===== config.mk =====
export PLATFORM = sky130hd
export DESIGN_NAME = fixed_code_byte_codec_unit_flat
export DESIGN_NICKNAME = d
export VERILOG_FILES = /design/src/sv/fcbc_pkg.sv /design/src/sv/fcbc_in_if.sv /design/src/sv/fcbc_out_if.sv /design/src/sv/fixed_code_byte_codec_unit.sv /design/src/sv/fcbc_core.sv /design/src/flat_wrapper.sv
export SDC_FILE = /design/constraint.sdc
export NUM_CORES = 1
export LEC_CHECK = 0
export BUFFER_PORTS_ARGS = -buffer_cell sky130_fd_sc_hd__buf_2
export CAP_MARGIN = 20
export CORE_ASPECT_RATIO = 1.75
export CORE_UTILIZATION = 32
export CTS_BUF_LIST = sky130_fd_sc_hd__clkbuf_4 sky130_fd_sc_hd__clkbuf_8
export DETAILED_ROUTE_END_ITERATION = 16
export GPL_ROUTABILITY_DRIVEN = 0
export PLACE_DENSITY = 0.58
export SKIP_CTS_REPAIR_TIMING = 1
export SYNTH_ARGS = -nofsm -noshare
export SYNTH_HDL_FRONTEND = slang
export SYNTH_SLANG_ARGS = --single-unit
export TNS_END_PERCENT = 1

===== constraint.sdc =====
create_clock -name clk -period 18.17 [get_ports clk]
set_input_delay 0.9085 -clock clk [delete_from_list [all_inputs] [get_ports clk]]
set_output_delay 0.9085 -clock clk [all_outputs]
set_load 0.005 [all_outputs]

===== src/sv/fcbc_pkg.sv =====
// Package with the shared types, constants and code tables of the byte codec.
`timescale 1ns / 1ps

package fcbc_pkg;

    typedef enum logic
    {
        MODE_ENCODE = 1'b0,
        MODE_DECODE = 1'b1
    } mode_t;

    localparam logic [4:0] CODE_FIRST = 5'b10000;
    localparam logic [4:0] CODE_LAST  = 5'b11101;
    localparam int         CODE_COUNT = 14;
    localparam logic [3:0] SHORT_WIDTH = 4'd5;
    localparam logic [3:0] LONG_WIDTH  = 4'd8;

    typedef struct packed
    {
        logic       hit;
        logic [3:0] idx;
    } code_hit_t;

    typedef struct packed
    {
        logic [1:0] n;
        logic [7:0] byte0;
        logic [7:0] byte1;
        logic [7:0] store_next;
        logic [2:0] count_next;
    } step_t;

    typedef struct packed
    {
        logic [7:0] out_byte;
        logic       run_end;
    } result_t;

    // Character for each short code, in code order.
    function automatic logic [7:0] code_char(input logic [3:0] idx);
        logic [7:0] c;
        case (idx)
            4'd0:    c = 8'd32;
            4'd1:    c = 8'd101;
            4'd2:    c = 8'd116;
            4'd3:    c = 8'd111;
            4'd4:    c = 8'd97;
            4'd5:    c = 8'd104;
            4'd6:    c = 8'd110;
            4'd7:    c = 8'd115;
            4'd8:    c = 8'd105;
            4'd9:    c = 8'd114;
            4'd10:   c = 8'd100;
            4'd11:   c = 8'd108;
            4'd12:   c = 8'd117;
            4'd13:   c = 8'd109;
            default: c = 8'd0;
        endcase
        return c;
    endfunction

    function automatic code_hit_t char_to_code(input logic [7:0] c);
        code_hit_t r;
        r.hit = 1'b0;
        r.idx = 4'd0;
        for (int i = CODE_COUNT - 1; i >= 0; i--)
        begin
            if (code_char(4'(i)) == c)
            begin
                r.hit = 1'b1;
                r.idx = 4'(i);
            end
        end
        return r;
    endfunction

endpackage


===== src/sv/fcbc_in_if.sv =====
// Handshake channel that carries input words into the codec.
`timescale 1ns / 1ps

interface fcbc_in_if;
    logic       valid;
    logic       ready;
    logic [7:0] data_byte;
    logic       last;

    modport source (output valid, output data_byte, output last, input ready);
    modport sink (input valid, input data_byte, input last, output ready);
endinterface


===== src/sv/fcbc_out_if.sv =====
// Handshake channel that carries result words out of the codec.
`timescale 1ns / 1ps

interface fcbc_out_if;
    logic       valid;
    logic       ready;
    logic [7:0] out_byte;
    logic       run_end;

    modport source (output valid, output out_byte, output run_end, input ready);
    modport sink (input valid, input out_byte, input run_end, output ready);
endinterface


===== src/sv/fixed_code_byte_codec_unit.sv =====
// Top level of the fixed prefix code byte codec with input register and result queue.
//
//   Channel      Dir   Fields               Handshake
//   item         in    data_byte, last      valid/ready
//   result       out   out_byte, run_end    valid/ready
//   cfg_wr_*     in    mode (1 bit)         write enable, no ready
//
// An accepted word is held in the input register, where encode or decode runs in a
// single pass and writes zero, one or two result words into the result queue.
// A new word is taken every cycle while the queue has room for two more words, so the
// sustained rate is one word per cycle when each makes at most one result and is set by the
// one-word-per-cycle output port otherwise. Reset clears the mode to encode, the held bits,
// the input register and the queue. A stalled output fills the queue and then holds the input.
`timescale 1ns / 1ps

module fixed_code_byte_codec_unit
#(
    parameter int FIFO_DEPTH = 4
)
(
    input  logic              clk,
    input  logic              rst_n,
    input  logic              cfg_wr_en,
    input  logic              cfg_wr_data,
    fcbc_in_if.sink           item,
    fcbc_out_if.source        result
);

    localparam int PTR_W = (FIFO_DEPTH > 1) ? $clog2(FIFO_DEPTH) : 1;
    localparam int CNT_W = $clog2(FIFO_DEPTH + 1);

    fcbc_pkg::mode_t   mode_reg;
    logic              hold_valid_reg;
    logic [7:0]        hold_byte_reg;
    logic              hold_last_reg;
    logic [7:0]        bit_store_reg;
    logic [2:0]        bit_count_reg;
    fcbc_pkg::result_t queue_reg [FIFO_DEPTH];
    logic [PTR_W-1:0]  wr_ptr_reg;
    logic [PTR_W-1:0]  wr_ptr_next;
    logic [PTR_W-1:0]  wr_ptr_second;
    logic [PTR_W-1:0]  rd_ptr_reg;
    logic [PTR_W-1:0]  rd_ptr_next;
    logic [CNT_W-1:0]  fill_reg;
    logic [CNT_W-1:0]  fill_next;

    fcbc_pkg::step_t   step;
    logic              fire;
    logic              take;
    logic              pop;

    function automatic logic [PTR_W-1:0] ptr_inc(input logic [PTR_W-1:0] p);
        logic [PTR_W-1:0] r;
        if (p == PTR_W'(FIFO_DEPTH - 1))
        begin
            r = '0;
        end
        else
        begin
            r = p + PTR_W'(1);
        end
        return r;
    endfunction

    fcbc_core u_core
    (
        .mode      (mode_reg),
        .data_byte (hold_byte_reg),
        .last      (hold_last_reg),
        .bit_store (bit_store_reg),
        .bit_count (bit_count_reg),
        .step      (step)
    );

    assign fire       = hold_valid_reg && (fill_reg <= CNT_W'(FIFO_DEPTH - 2));
    assign item.ready = !hold_valid_reg || fire;
    assign take       = item.valid && item.ready;

    assign result.valid    = (fill_reg != '0);
    assign result.out_byte = queue_reg[rd_ptr_reg].out_byte;
    assign result.run_end  = queue_reg[rd_ptr_reg].run_end;
    assign pop             = result.valid && result.ready;

    always_comb
    begin
        logic [CNT_W-1:0] pushed;
        pushed        = fire ? CNT_W'(step.n) : '0;
        wr_ptr_second = ptr_inc(wr_ptr_reg);
        wr_ptr_next   = wr_ptr_reg;
        if (pushed == CNT_W'(1))
        begin
            wr_ptr_next = wr_ptr_second;
        end
        else if (pushed == CNT_W'(2))
        begin
            wr_ptr_next = ptr_inc(wr_ptr_second);
        end
        rd_ptr_next = pop ? ptr_inc(rd_ptr_reg) : rd_ptr_reg;
        fill_next   = fill_reg + pushed - (pop ? CNT_W'(1) : CNT_W'(0));
    end

    always_ff @(posedge clk or negedge rst_n)
    begin
        if (!rst_n)
        begin
            mode_reg       <= fcbc_pkg::MODE_ENCODE;
            hold_valid_reg <= 1'b0;
            bit_store_reg  <= '0;
            bit_count_reg  <= '0;
            wr_ptr_reg     <= '0;
            rd_ptr_reg     <= '0;
            fill_reg       <= '0;
        end
        else
        begin
            if (cfg_wr_en)
            begin
                mode_reg <= fcbc_pkg::mode_t'(cfg_wr_data);
            end
            if (take)
            begin
                hold_valid_reg <= 1'b1;
            end
            else if (fire)
            begin
                hold_valid_reg <= 1'b0;
            end
            if (fire)
            begin
                bit_store_reg <= step.store_next;
                bit_count_reg <= step.count_next;
            end
            wr_ptr_reg <= wr_ptr_next;
            rd_ptr_reg <= rd_ptr_next;
            fill_reg   <= fill_next;
        end
    end

    always_ff @(posedge clk)
    begin
        if (take)
        begin
            hold_byte_reg <= item.data_byte;
            hold_last_reg <= item.last;
        end
        if (fire && step.n != 2'd0)
        begin
            queue_reg[wr_ptr_reg].out_byte <= step.byte0;
            queue_reg[wr_ptr_reg].run_end  <= (step.n == 2'd1);
        end
        if (fire && step.n == 2'd2)
        begin
            queue_reg[wr_ptr_second].out_byte <= step.byte1;
            queue_reg[wr_ptr_second].run_end  <= 1'b1;
        end
    end

endmodule


===== src/sv/fcbc_core.sv =====
// Combinational encode and decode of one byte against the held bit state.
`timescale 1ns / 1ps

module fcbc_core
(
    input  fcbc_pkg::mode_t mode,
    input  logic [7:0]      data_byte,
    input  logic            last,
    input  logic [7:0]      bit_store,
    input  logic [2:0]      bit_count,
    output fcbc_pkg::step_t step
);

    fcbc_pkg::step_t enc;
    fcbc_pkg::step_t dec;

    always_comb
    begin
        fcbc_pkg::code_hit_t hit;
        logic [7:0]  code;
        logic [3:0]  width;
        logic [15:0] acc;
        logic [3:0]  total;
        enc = '0;
        hit = fcbc_pkg::char_to_code(data_byte);
        if (hit.hit)
        begin
            code  = {3'b000, fcbc_pkg::CODE_FIRST} + {4'b0000, hit.idx};
            width = fcbc_pkg::SHORT_WIDTH;
        end
        else
        begin
            code  = data_byte;
            width = fcbc_pkg::LONG_WIDTH;
        end
        acc   = ({8'd0, bit_store} << width) | {8'd0, code};
        total = {1'b0, bit_count} + width;
        if (total >= 4'd8)
        begin
            enc.byte0 = 8'(acc >> (total - 4'd8));
            enc.n     = 2'd1;
            total     = total - 4'd8;
        end
        acc = acc & ((16'd1 << total) - 16'd1);
        if (last && total != 4'd0)
        begin
            if (enc.n == 2'd0)
            begin
                enc.byte0 = 8'(acc << (4'd8 - total));
            end
            else
            begin
                enc.byte1 = 8'(acc << (4'd8 - total));
            end
            enc.n = enc.n + 2'd1;
            acc   = '0;
            total = '0;
        end
        enc.store_next = acc[7:0];
        enc.count_next = total[2:0];
    end

    always_comb
    begin
        logic [7:0] st;
        logic [3:0] cnt;
        logic [7:0] emit;
        logic       fire;
        dec  = '0;
        st   = bit_store;
        cnt  = {1'b0, bit_count};
        emit = '0;
        fire = 1'b0;
        for (int k = 0; k < 8; k++)
        begin
            st   = {st[6:0], data_byte[3'(7 - k)]};
            cnt  = cnt + 4'd1;
            fire = 1'b0;
            if (cnt == 4'd8)
            begin
                emit = st;
                fire = 1'b1;
            end
            else if (cnt == 4'd5 && st >= {3'b000, fcbc_pkg::CODE_FIRST}
                     && st <= {3'b000, fcbc_pkg::CODE_LAST})
            begin
                emit = fcbc_pkg::code_char(4'(st - {3'b000, fcbc_pkg::CODE_FIRST}));
                fire = 1'b1;
            end
            if (fire)
            begin
                if (dec.n == 2'd0)
                begin
                    dec.byte0 = emit;
                end
                else
                begin
                    dec.byte1 = emit;
                end
                dec.n = dec.n + 2'd1;
                st    = '0;
                cnt   = '0;
            end
        end
        if (last)
        begin
            st  = '0;
            cnt = '0;
        end
        dec.store_next = st;
        dec.count_next = cnt[2:0];
    end

    assign step = (mode == fcbc_pkg::MODE_DECODE) ? dec : enc;

endmodule

===== src/flat_wrapper.sv =====
// flat-port wrapper written by rule: the top's interface ports become plain ports
module fixed_code_byte_codec_unit_flat 
#(
    parameter int FIFO_DEPTH = 4
)
  (clk, rst_n, cfg_wr_en, cfg_wr_data, item_valid, item_data_byte, item_last, item_ready, result_valid, result_out_byte, result_run_end, result_ready);
  fcbc_in_if item_i ();
  fcbc_out_if result_i ();
  input  logic clk;
  input  logic rst_n;
  input  logic cfg_wr_en;
  input  logic cfg_wr_data;
  input wire logic [$bits(item_i.valid)-1:0] item_valid;
  input wire logic [$bits(item_i.data_byte)-1:0] item_data_byte;
  input wire logic [$bits(item_i.last)-1:0] item_last;
  output wire logic [$bits(item_i.ready)-1:0] item_ready;
  output wire logic [$bits(result_i.valid)-1:0] result_valid;
  output wire logic [$bits(result_i.out_byte)-1:0] result_out_byte;
  output wire logic [$bits(result_i.run_end)-1:0] result_run_end;
  input wire logic [$bits(result_i.ready)-1:0] result_ready;
  assign item_i.valid = item_valid;
  assign item_i.data_byte = item_data_byte;
  assign item_i.last = item_last;
  assign item_ready = item_i.ready;
  assign result_valid = result_i.valid;
  assign result_out_byte = result_i.out_byte;
  assign result_run_end = result_i.run_end;
  assign result_i.ready = result_ready;
  fixed_code_byte_codec_unit #(.FIFO_DEPTH(FIFO_DEPTH)) u_core (.clk(clk), .rst_n(rst_n), .cfg_wr_en(cfg_wr_en), .cfg_wr_data(cfg_wr_data), .item(item_i), .result(result_i));
endmodule

==> run metrics, run 1 <==
status complete, no violations; ys flop type edfxtp_1; Die ar. 22000 µm²; Power Density 199 nW/µm²; Final TNS setup 0 ps; pin count of the biggest net entering global routing 34; max-cap viol count 0; hold crit path type input pin to asynchronous set/reset pin; vias post-DR 6634; first-pass GRT wire length 35.6 mm; Starting Density 32.7%; Crit. End Element flip-flop; # rows 70; syn nets 838; sequential fraction of the synthesis area 26.5%; peak supply drop 0.0000733 V; met1 Track Usage GR 20.7%; CORE AREA 20900 µm²; WP data arrival 7720 ps; Sink Count 65; Internal Power 676 µW; initial antenna violation count 0; most frequent cell after synthesis nand2_1; Clock Latency Late Sink 380 ps; CTS buffer count 9; floorplan die height 195 µm; top cell type's share of synthesized area 18.0%; Bufs and invs on worst path 4; Syn Std Cell Area 6840 µm²; switching share of power 54.3%; # setup viols final 0; DR iter-0 viols 719; H-tree levels 3; final worst path period need 7590 ps; Worst-Margin Slew 963 ps; Clock Path Buffers 2; share of layout cells above drive strength 1 12.3%; crit-path most repeated cell ha_1; share of power burned in registers 18.8%; wire per inst 22.0 µm; Worst path max stage delay 790 ps; GRT met2 Usage 40.1%; Yosys top cell by area edfxtp_1; Post-synth EDFFs 41; ant diodes 0; Detailed Place HPWL 18.0 mm; Synth Register Bits 65; P_sw 802 µW; All-Layer GR Usage 21.2%; Worst-path clk slew 90 ps; routing usage on met3 3.04%; Syn Area/Cell 8.70 µm²; clock share of power 11.1%; Crit Path Category flip-flop to flip-flop; Fin. Hold Viols 0; Most Crowded Layer GR met2; worst rel slew slack 35.3%; YS warnings 0; Layout Nets 837; Overflow after GRT 0; TritonCTS clock tree done; power share of the combinational group 70.1%; io pins 26; top post-synthesis cells by count nand2_1, o21ai_0, edfxtp_1, nor2_1, nor3_1; max reg flops 36; # port buffers 25; gate count of the mapped netlist 786; Worst Path Required 18300 ps; Layout Skew 14.2 ps; vias in the first global route 6459; leakage power 2.74 nW; fmax 132 MHz; synthesis-to-finish area growth 8.38%; final slew viol count 0; crit share post-route 41.8%; Vias/cell 6.37; post-synth cell types 88; first-pass iteration count of the detailed router 6; ranking of synthesized cells by area edfxtp_1, dfrtp_1, ha_1; Root Driver clkbuf_8; delay-heaviest family, CP compound AO/OA/AOI/OAI gates; antenna-violating nets left 0; Startpoint Class flip-flop; Post-route DRC 0; CP max stage cell dfrtp_1; unrepaired setup endpoints after global routing false; ys async rst share 30.8%; post-route cell area 7410 µm²; Horiz. Die Dim 113 µm; Area after DPL 7140 µm²; WL final 22.9 mm; CP max FO 22
## cell type report
type	instances	area [µm²]
sequential	65	1810
multi-input combinational	639	4710
clock inverter	7	125
timing repair buffer	34	185
inverter	36	135
clock buffer	9	124
tap	252	315
fill	2154	13500
## per-layer routing
layer	wire [µm]	part of all wire [%]	vias to the layer above
met1	7970	35	3167
met3	1050	4.6	91
met5	0	0	-
li1	-	-	3079
met2	12300	54	297
met4	1610	7.0	0
## power groups by stage
stage	combinational (mW)	sequential, mW	clock (mW)
2_1_floorplan	0.788	0.232	0
3_3_place_gp	1.01	0.281	0
3_5_place_dp	1.01	0.282	0
4_1_cts	1.02	0.278	0.164
5_1_grt	1.13	0.285	0.171
6_report	1.04	0.278	0.164
## metrics by stage
step | setup WS (ps) | utilization [%] | power [mW] | std cells | hold WS [ps]
2_1_floorplan | 11560 | - | 1.02 | 786 | 485
3_3_place_gp | 10820 | 34.1 | 1.29 | 1022 | 538
3_5_place_dp | 10630 | 34.1 | 1.30 | 1022 | 538
4_1_cts | 10590 | 35.3 | 1.46 | 1038 | 513
5_1_grt | 9960 | 35.4 | 1.58 | 1042 | 525
6_report | 10580 | 35.4 | 1.48 | 1042 | 491
## placed cells by master (no fill, tap or decap), drive strengths merged, types with 13 or more instances in the layout
cell type and n:
a22oi 16, dfrtp 20, nor2 42, ha 36
edfxtp 41, nand3 36, a21oi 33, nor3 39
buf 33, nand2 75, mux2i 27, mux4 17
xnor2 14, inv 36, a211oi 13, o2111ai 14
a31oi 16, o21ai 56
## path summary, 6_finish.rpt
kind / startpoint / cells after the start / slack (ps) / endpoint
worst min register to register: u_core.bit_store_reg[7]$_DFFE_PN0P_ / 1 / 560 / u_core.bit_store_reg[7]$_DFFE_PN0P_
worst min-delay path: rst_n / 1 / 490 / u_core.mode_reg$_DFFE_PN0P_
worst max-delay path: u_core.bit_count_reg[0]$_DFFE_PN0P_ / 29 / 10580 / u_core.queue_reg[1][8]$_DFFE_PP_
worst max register to register: u_core.bit_count_reg[0]$_DFFE_PN0P_ / 29 / 10580 / u_core.queue_reg[1][8]$_DFFE_PP_
min in group clk: u_core.bit_store_reg[7]$_DFFE_PN0P_ / 1 / 560 / u_core.bit_store_reg[7]$_DFFE_PN0P_
max in group asynchronous: rst_n / 1 / 17310 / u_core.bit_store_reg[0]$_DFFE_PN0P_
## kinds of logic (layout without fill, tap and decap cells)
kind of cell | after synthesis | in the layout | share of synthesized area, %
flip-flops | 65 | 65 | 26.5
AND/OR/NAND/NOR | 273 | 273 | 20.6
adder cells (fa/ha/maj) | 37 | 37 | 6.88
AO/OA/AOI/OAI | 257 | 257 | 27.6
multiplexers | 53 | 53 | 11.0
XOR/XNOR | 19 | 19 | 2.82
buffers and inverters | 82 | 86 | 4.56
## worst register-to-register path, delay by kind of cell (launching register included)
kind            cells  cell delay (ps)
compound gates      9             2250
fa+ha+maj           7             2220
simple gates        8             1300
flops               1              790
buf+inv             4              490
mux                 1              330
Note: power is estimated with default switching activity, not from simulation.
==> inputs of run 2 (changes only) <==
- PLACE_DENSITY: 0.58 -> 0.59
- clock period: 18.17 -> 6.6 ns (I/O delays scaled with it)
==> run metrics, run 2 (synthesis results as in run 1) <==
Worst Path Required 6670 ps (was 18300 ps); WL final 23.0 mm (was 22.9 mm); Starting Density 32.7% (unchanged); DR iter-0 viols 737 (was 719); Startpoint Class flip-flop (unchanged); Fin. Hold Viols 0 (unchanged); crit-path most repeated cell ha_1 (unchanged); CTS buffer count 9 (unchanged); Die ar. 22000 µm² (unchanged); crit share post-route 95.0% (was 41.8%); number of cells on the worst hold path 1; Root Driver clkbuf_8 (unchanged); # rows 70 (unchanged); ant diodes 0 (unchanged); TritonCTS clock tree done (unchanged); unrepaired setup endpoints after global routing true (was false); first-pass iteration count of the detailed router 6 (unchanged); Post-route DRC 0 (unchanged); share of layout cells above drive strength 1 15.8% (was 12.3%); post-layout util 36.5% (was 35.4%); CP max FO 10 (was 22); Layout Nets 869 (was 837); synthesis-to-finish area growth 11.8% (was 8.38%); delay-heaviest family, CP adder cells (was compound AO/OA/AOI/OAI gates); status complete, no violations (unchanged); fmax 160 MHz (was 132 MHz); Sink Count 65 (unchanged); hold crit path type input pin to flip-flop (was input pin to asynchronous set/reset pin); peak supply drop 0.000215 V (was 0.0000733 V); final slew viol count 0 (unchanged); Hold WS 122 ps (was 491 ps); worst r2r path cells 28 (was 29); Detailed Place HPWL 17.8 mm (was 18.0 mm); Power Density 546 nW/µm² (was 199 nW/µm²); vias in the first global route 6734 (was 6459); Vias/cell 6.36 (was 6.37); vias post-DR 6836 (was 6634); # port buffers 25 (unchanged); CP max stage cell or4_4 (was dfrtp_1); # setup viols final 0 (unchanged); Layout Skew 20.9 ps (was 14.2 ps); final worst path period need 6270 ps (was 7590 ps); Clock Latency Late Sink 380 ps (about the same); WP data arrival 6330 ps (was 7720 ps); initial antenna violation count 0 (unchanged); max-cap viol count 0 (unchanged); leakage power 2.89 nW (was 2.74 nW); floorplan die height 195 µm (unchanged); CORE AREA 20900 µm² (unchanged); H-tree levels 3 (unchanged); antenna-violating nets left 0 (unchanged); Crit path depth 28 (was 29); io pins 26 (unchanged); Crit Path Category flip-flop to flip-flop (unchanged); Horiz. Die Dim 113 µm (unchanged); Clock Path Buffers 2 (unchanged); Worst path max stage delay 450 ps (was 790 ps); commonest non-fill, non-tap cell in the layout nand2_1 (unchanged); worst rel slew slack 28.5% (was 35.3%); first-pass GRT wire length 36.4 mm (was 35.6 mm); Worst-path clk slew 100 ps (was 90 ps); max reg flops 36 (unchanged); Bufs and invs on worst path 5 (was 4); wire per inst 21.4 µm (was 22.0 µm); Worst-Margin Slew 1060 ps (was 963 ps); Crit. End Element flip-flop (unchanged); commonest cells after routing, fill and taps aside nand2_1, o21ai_0, nor2_1, edfxtp_1 (was nand2_1, o21ai_0, nor2_1, edfxtp_1, nor3_1); All-Layer GR Usage 21.3% (was 21.2%); Overflow after GRT 0 (unchanged); pin count of the biggest net entering global routing 34 (unchanged)
-- run 2: area by class of cell --
class                      count  area (µm²)
multi-input combinational    639        4720
clock inverter                 6        90.1
clock buffer                  10         131
inverter                      36         135
tap                          252         315
fill                        2133       13300
sequential                    65        1810
timing repair buffer          66         435
-- run 2: routing by layer --
| metal | share of wire (%) | wire length, µm | track usage (%) | up-vias |
|---|---|---|---|---|
| met5 | 0 | 0 | 0 | - |
| met4 | 6.4 | 1480 | 13.3 | 0 |
| met3 | 5.1 | 1160 | 2.98 | 112 |
| met2 | 53 | 12300 | 40.5 | 343 |
| met1 | 35 | 8060 | 21.4 | 3240 |
| li1 | - | - | - | 3141 |
-- run 2: report_power, final --
group / switching, mW / internal (mW) / total [mW]
combinational: 1.88 / 1.15 / 3.03
clock: 0.193 / 0.219 / 0.412
sequential: 0.164 / 0.574 / 0.737
total: 2.23 / 1.94 / 4.18
-- run 2: path summary, 6_finish.rpt --
kind | from | slack [ps] | end
worst min-delay path | item_last | 120 | u_core.hold_last_reg$_DFFE_PP_
worst min register to register | u_core.queue_reg[3][0]$_SDFFE_PP1N_ | 540 | u_core.queue_reg[3][0]$_SDFFE_PP1N_
worst max register to register | u_core.bit_count_reg[0]$_DFFE_PN0P_ | 330 | u_core.queue_reg[3][2]$_DFFE_PP_
worst max-delay path | u_core.bit_count_reg[0]$_DFFE_PN0P_ | 330 | u_core.queue_reg[3][2]$_DFFE_PP_
min in group asynchronous | rst_n | 450 | u_core.bit_count_reg[2]$_DFFE_PN0P_
max in group asynchronous | rst_n | 5800 | u_core.bit_store_reg[1]$_DFFE_PN0P_
-- run 2: per-stage QoR --
| stage | power, mW | TNS (ps) | cell area (µm²) | instances | worst slack [ps] |
|---|---|---|---|---|---|
| floorplan | 2.81 | -47.6 | 6840 | 786 | -5.95 |
| global placement | 3.68 | 0 | 7390 | 1056 | 432 |
| detailed placement | 3.69 | 0 | 7390 | 1056 | 269 |
| CTS | 4.10 | 0 | 7620 | 1072 | 219 |
| global route | 4.47 | -785 | 7640 | 1074 | -49.6 |
| finish | 4.18 | 0 | 7640 | 1074 | 333 |
-- run 2: worst register-to-register path: cells and delay by family (launching register included) --
family | cells | cell delay, ps
AO/OA/AOI/OAI | 9 | 1570
XOR/XNOR | 1 | 120
adder cells (fa/ha/maj) | 6 | 1590
buffers and inverters | 5 | 680
flip-flops | 1 | 410
AND/OR/NAND/NOR | 7 | 1580
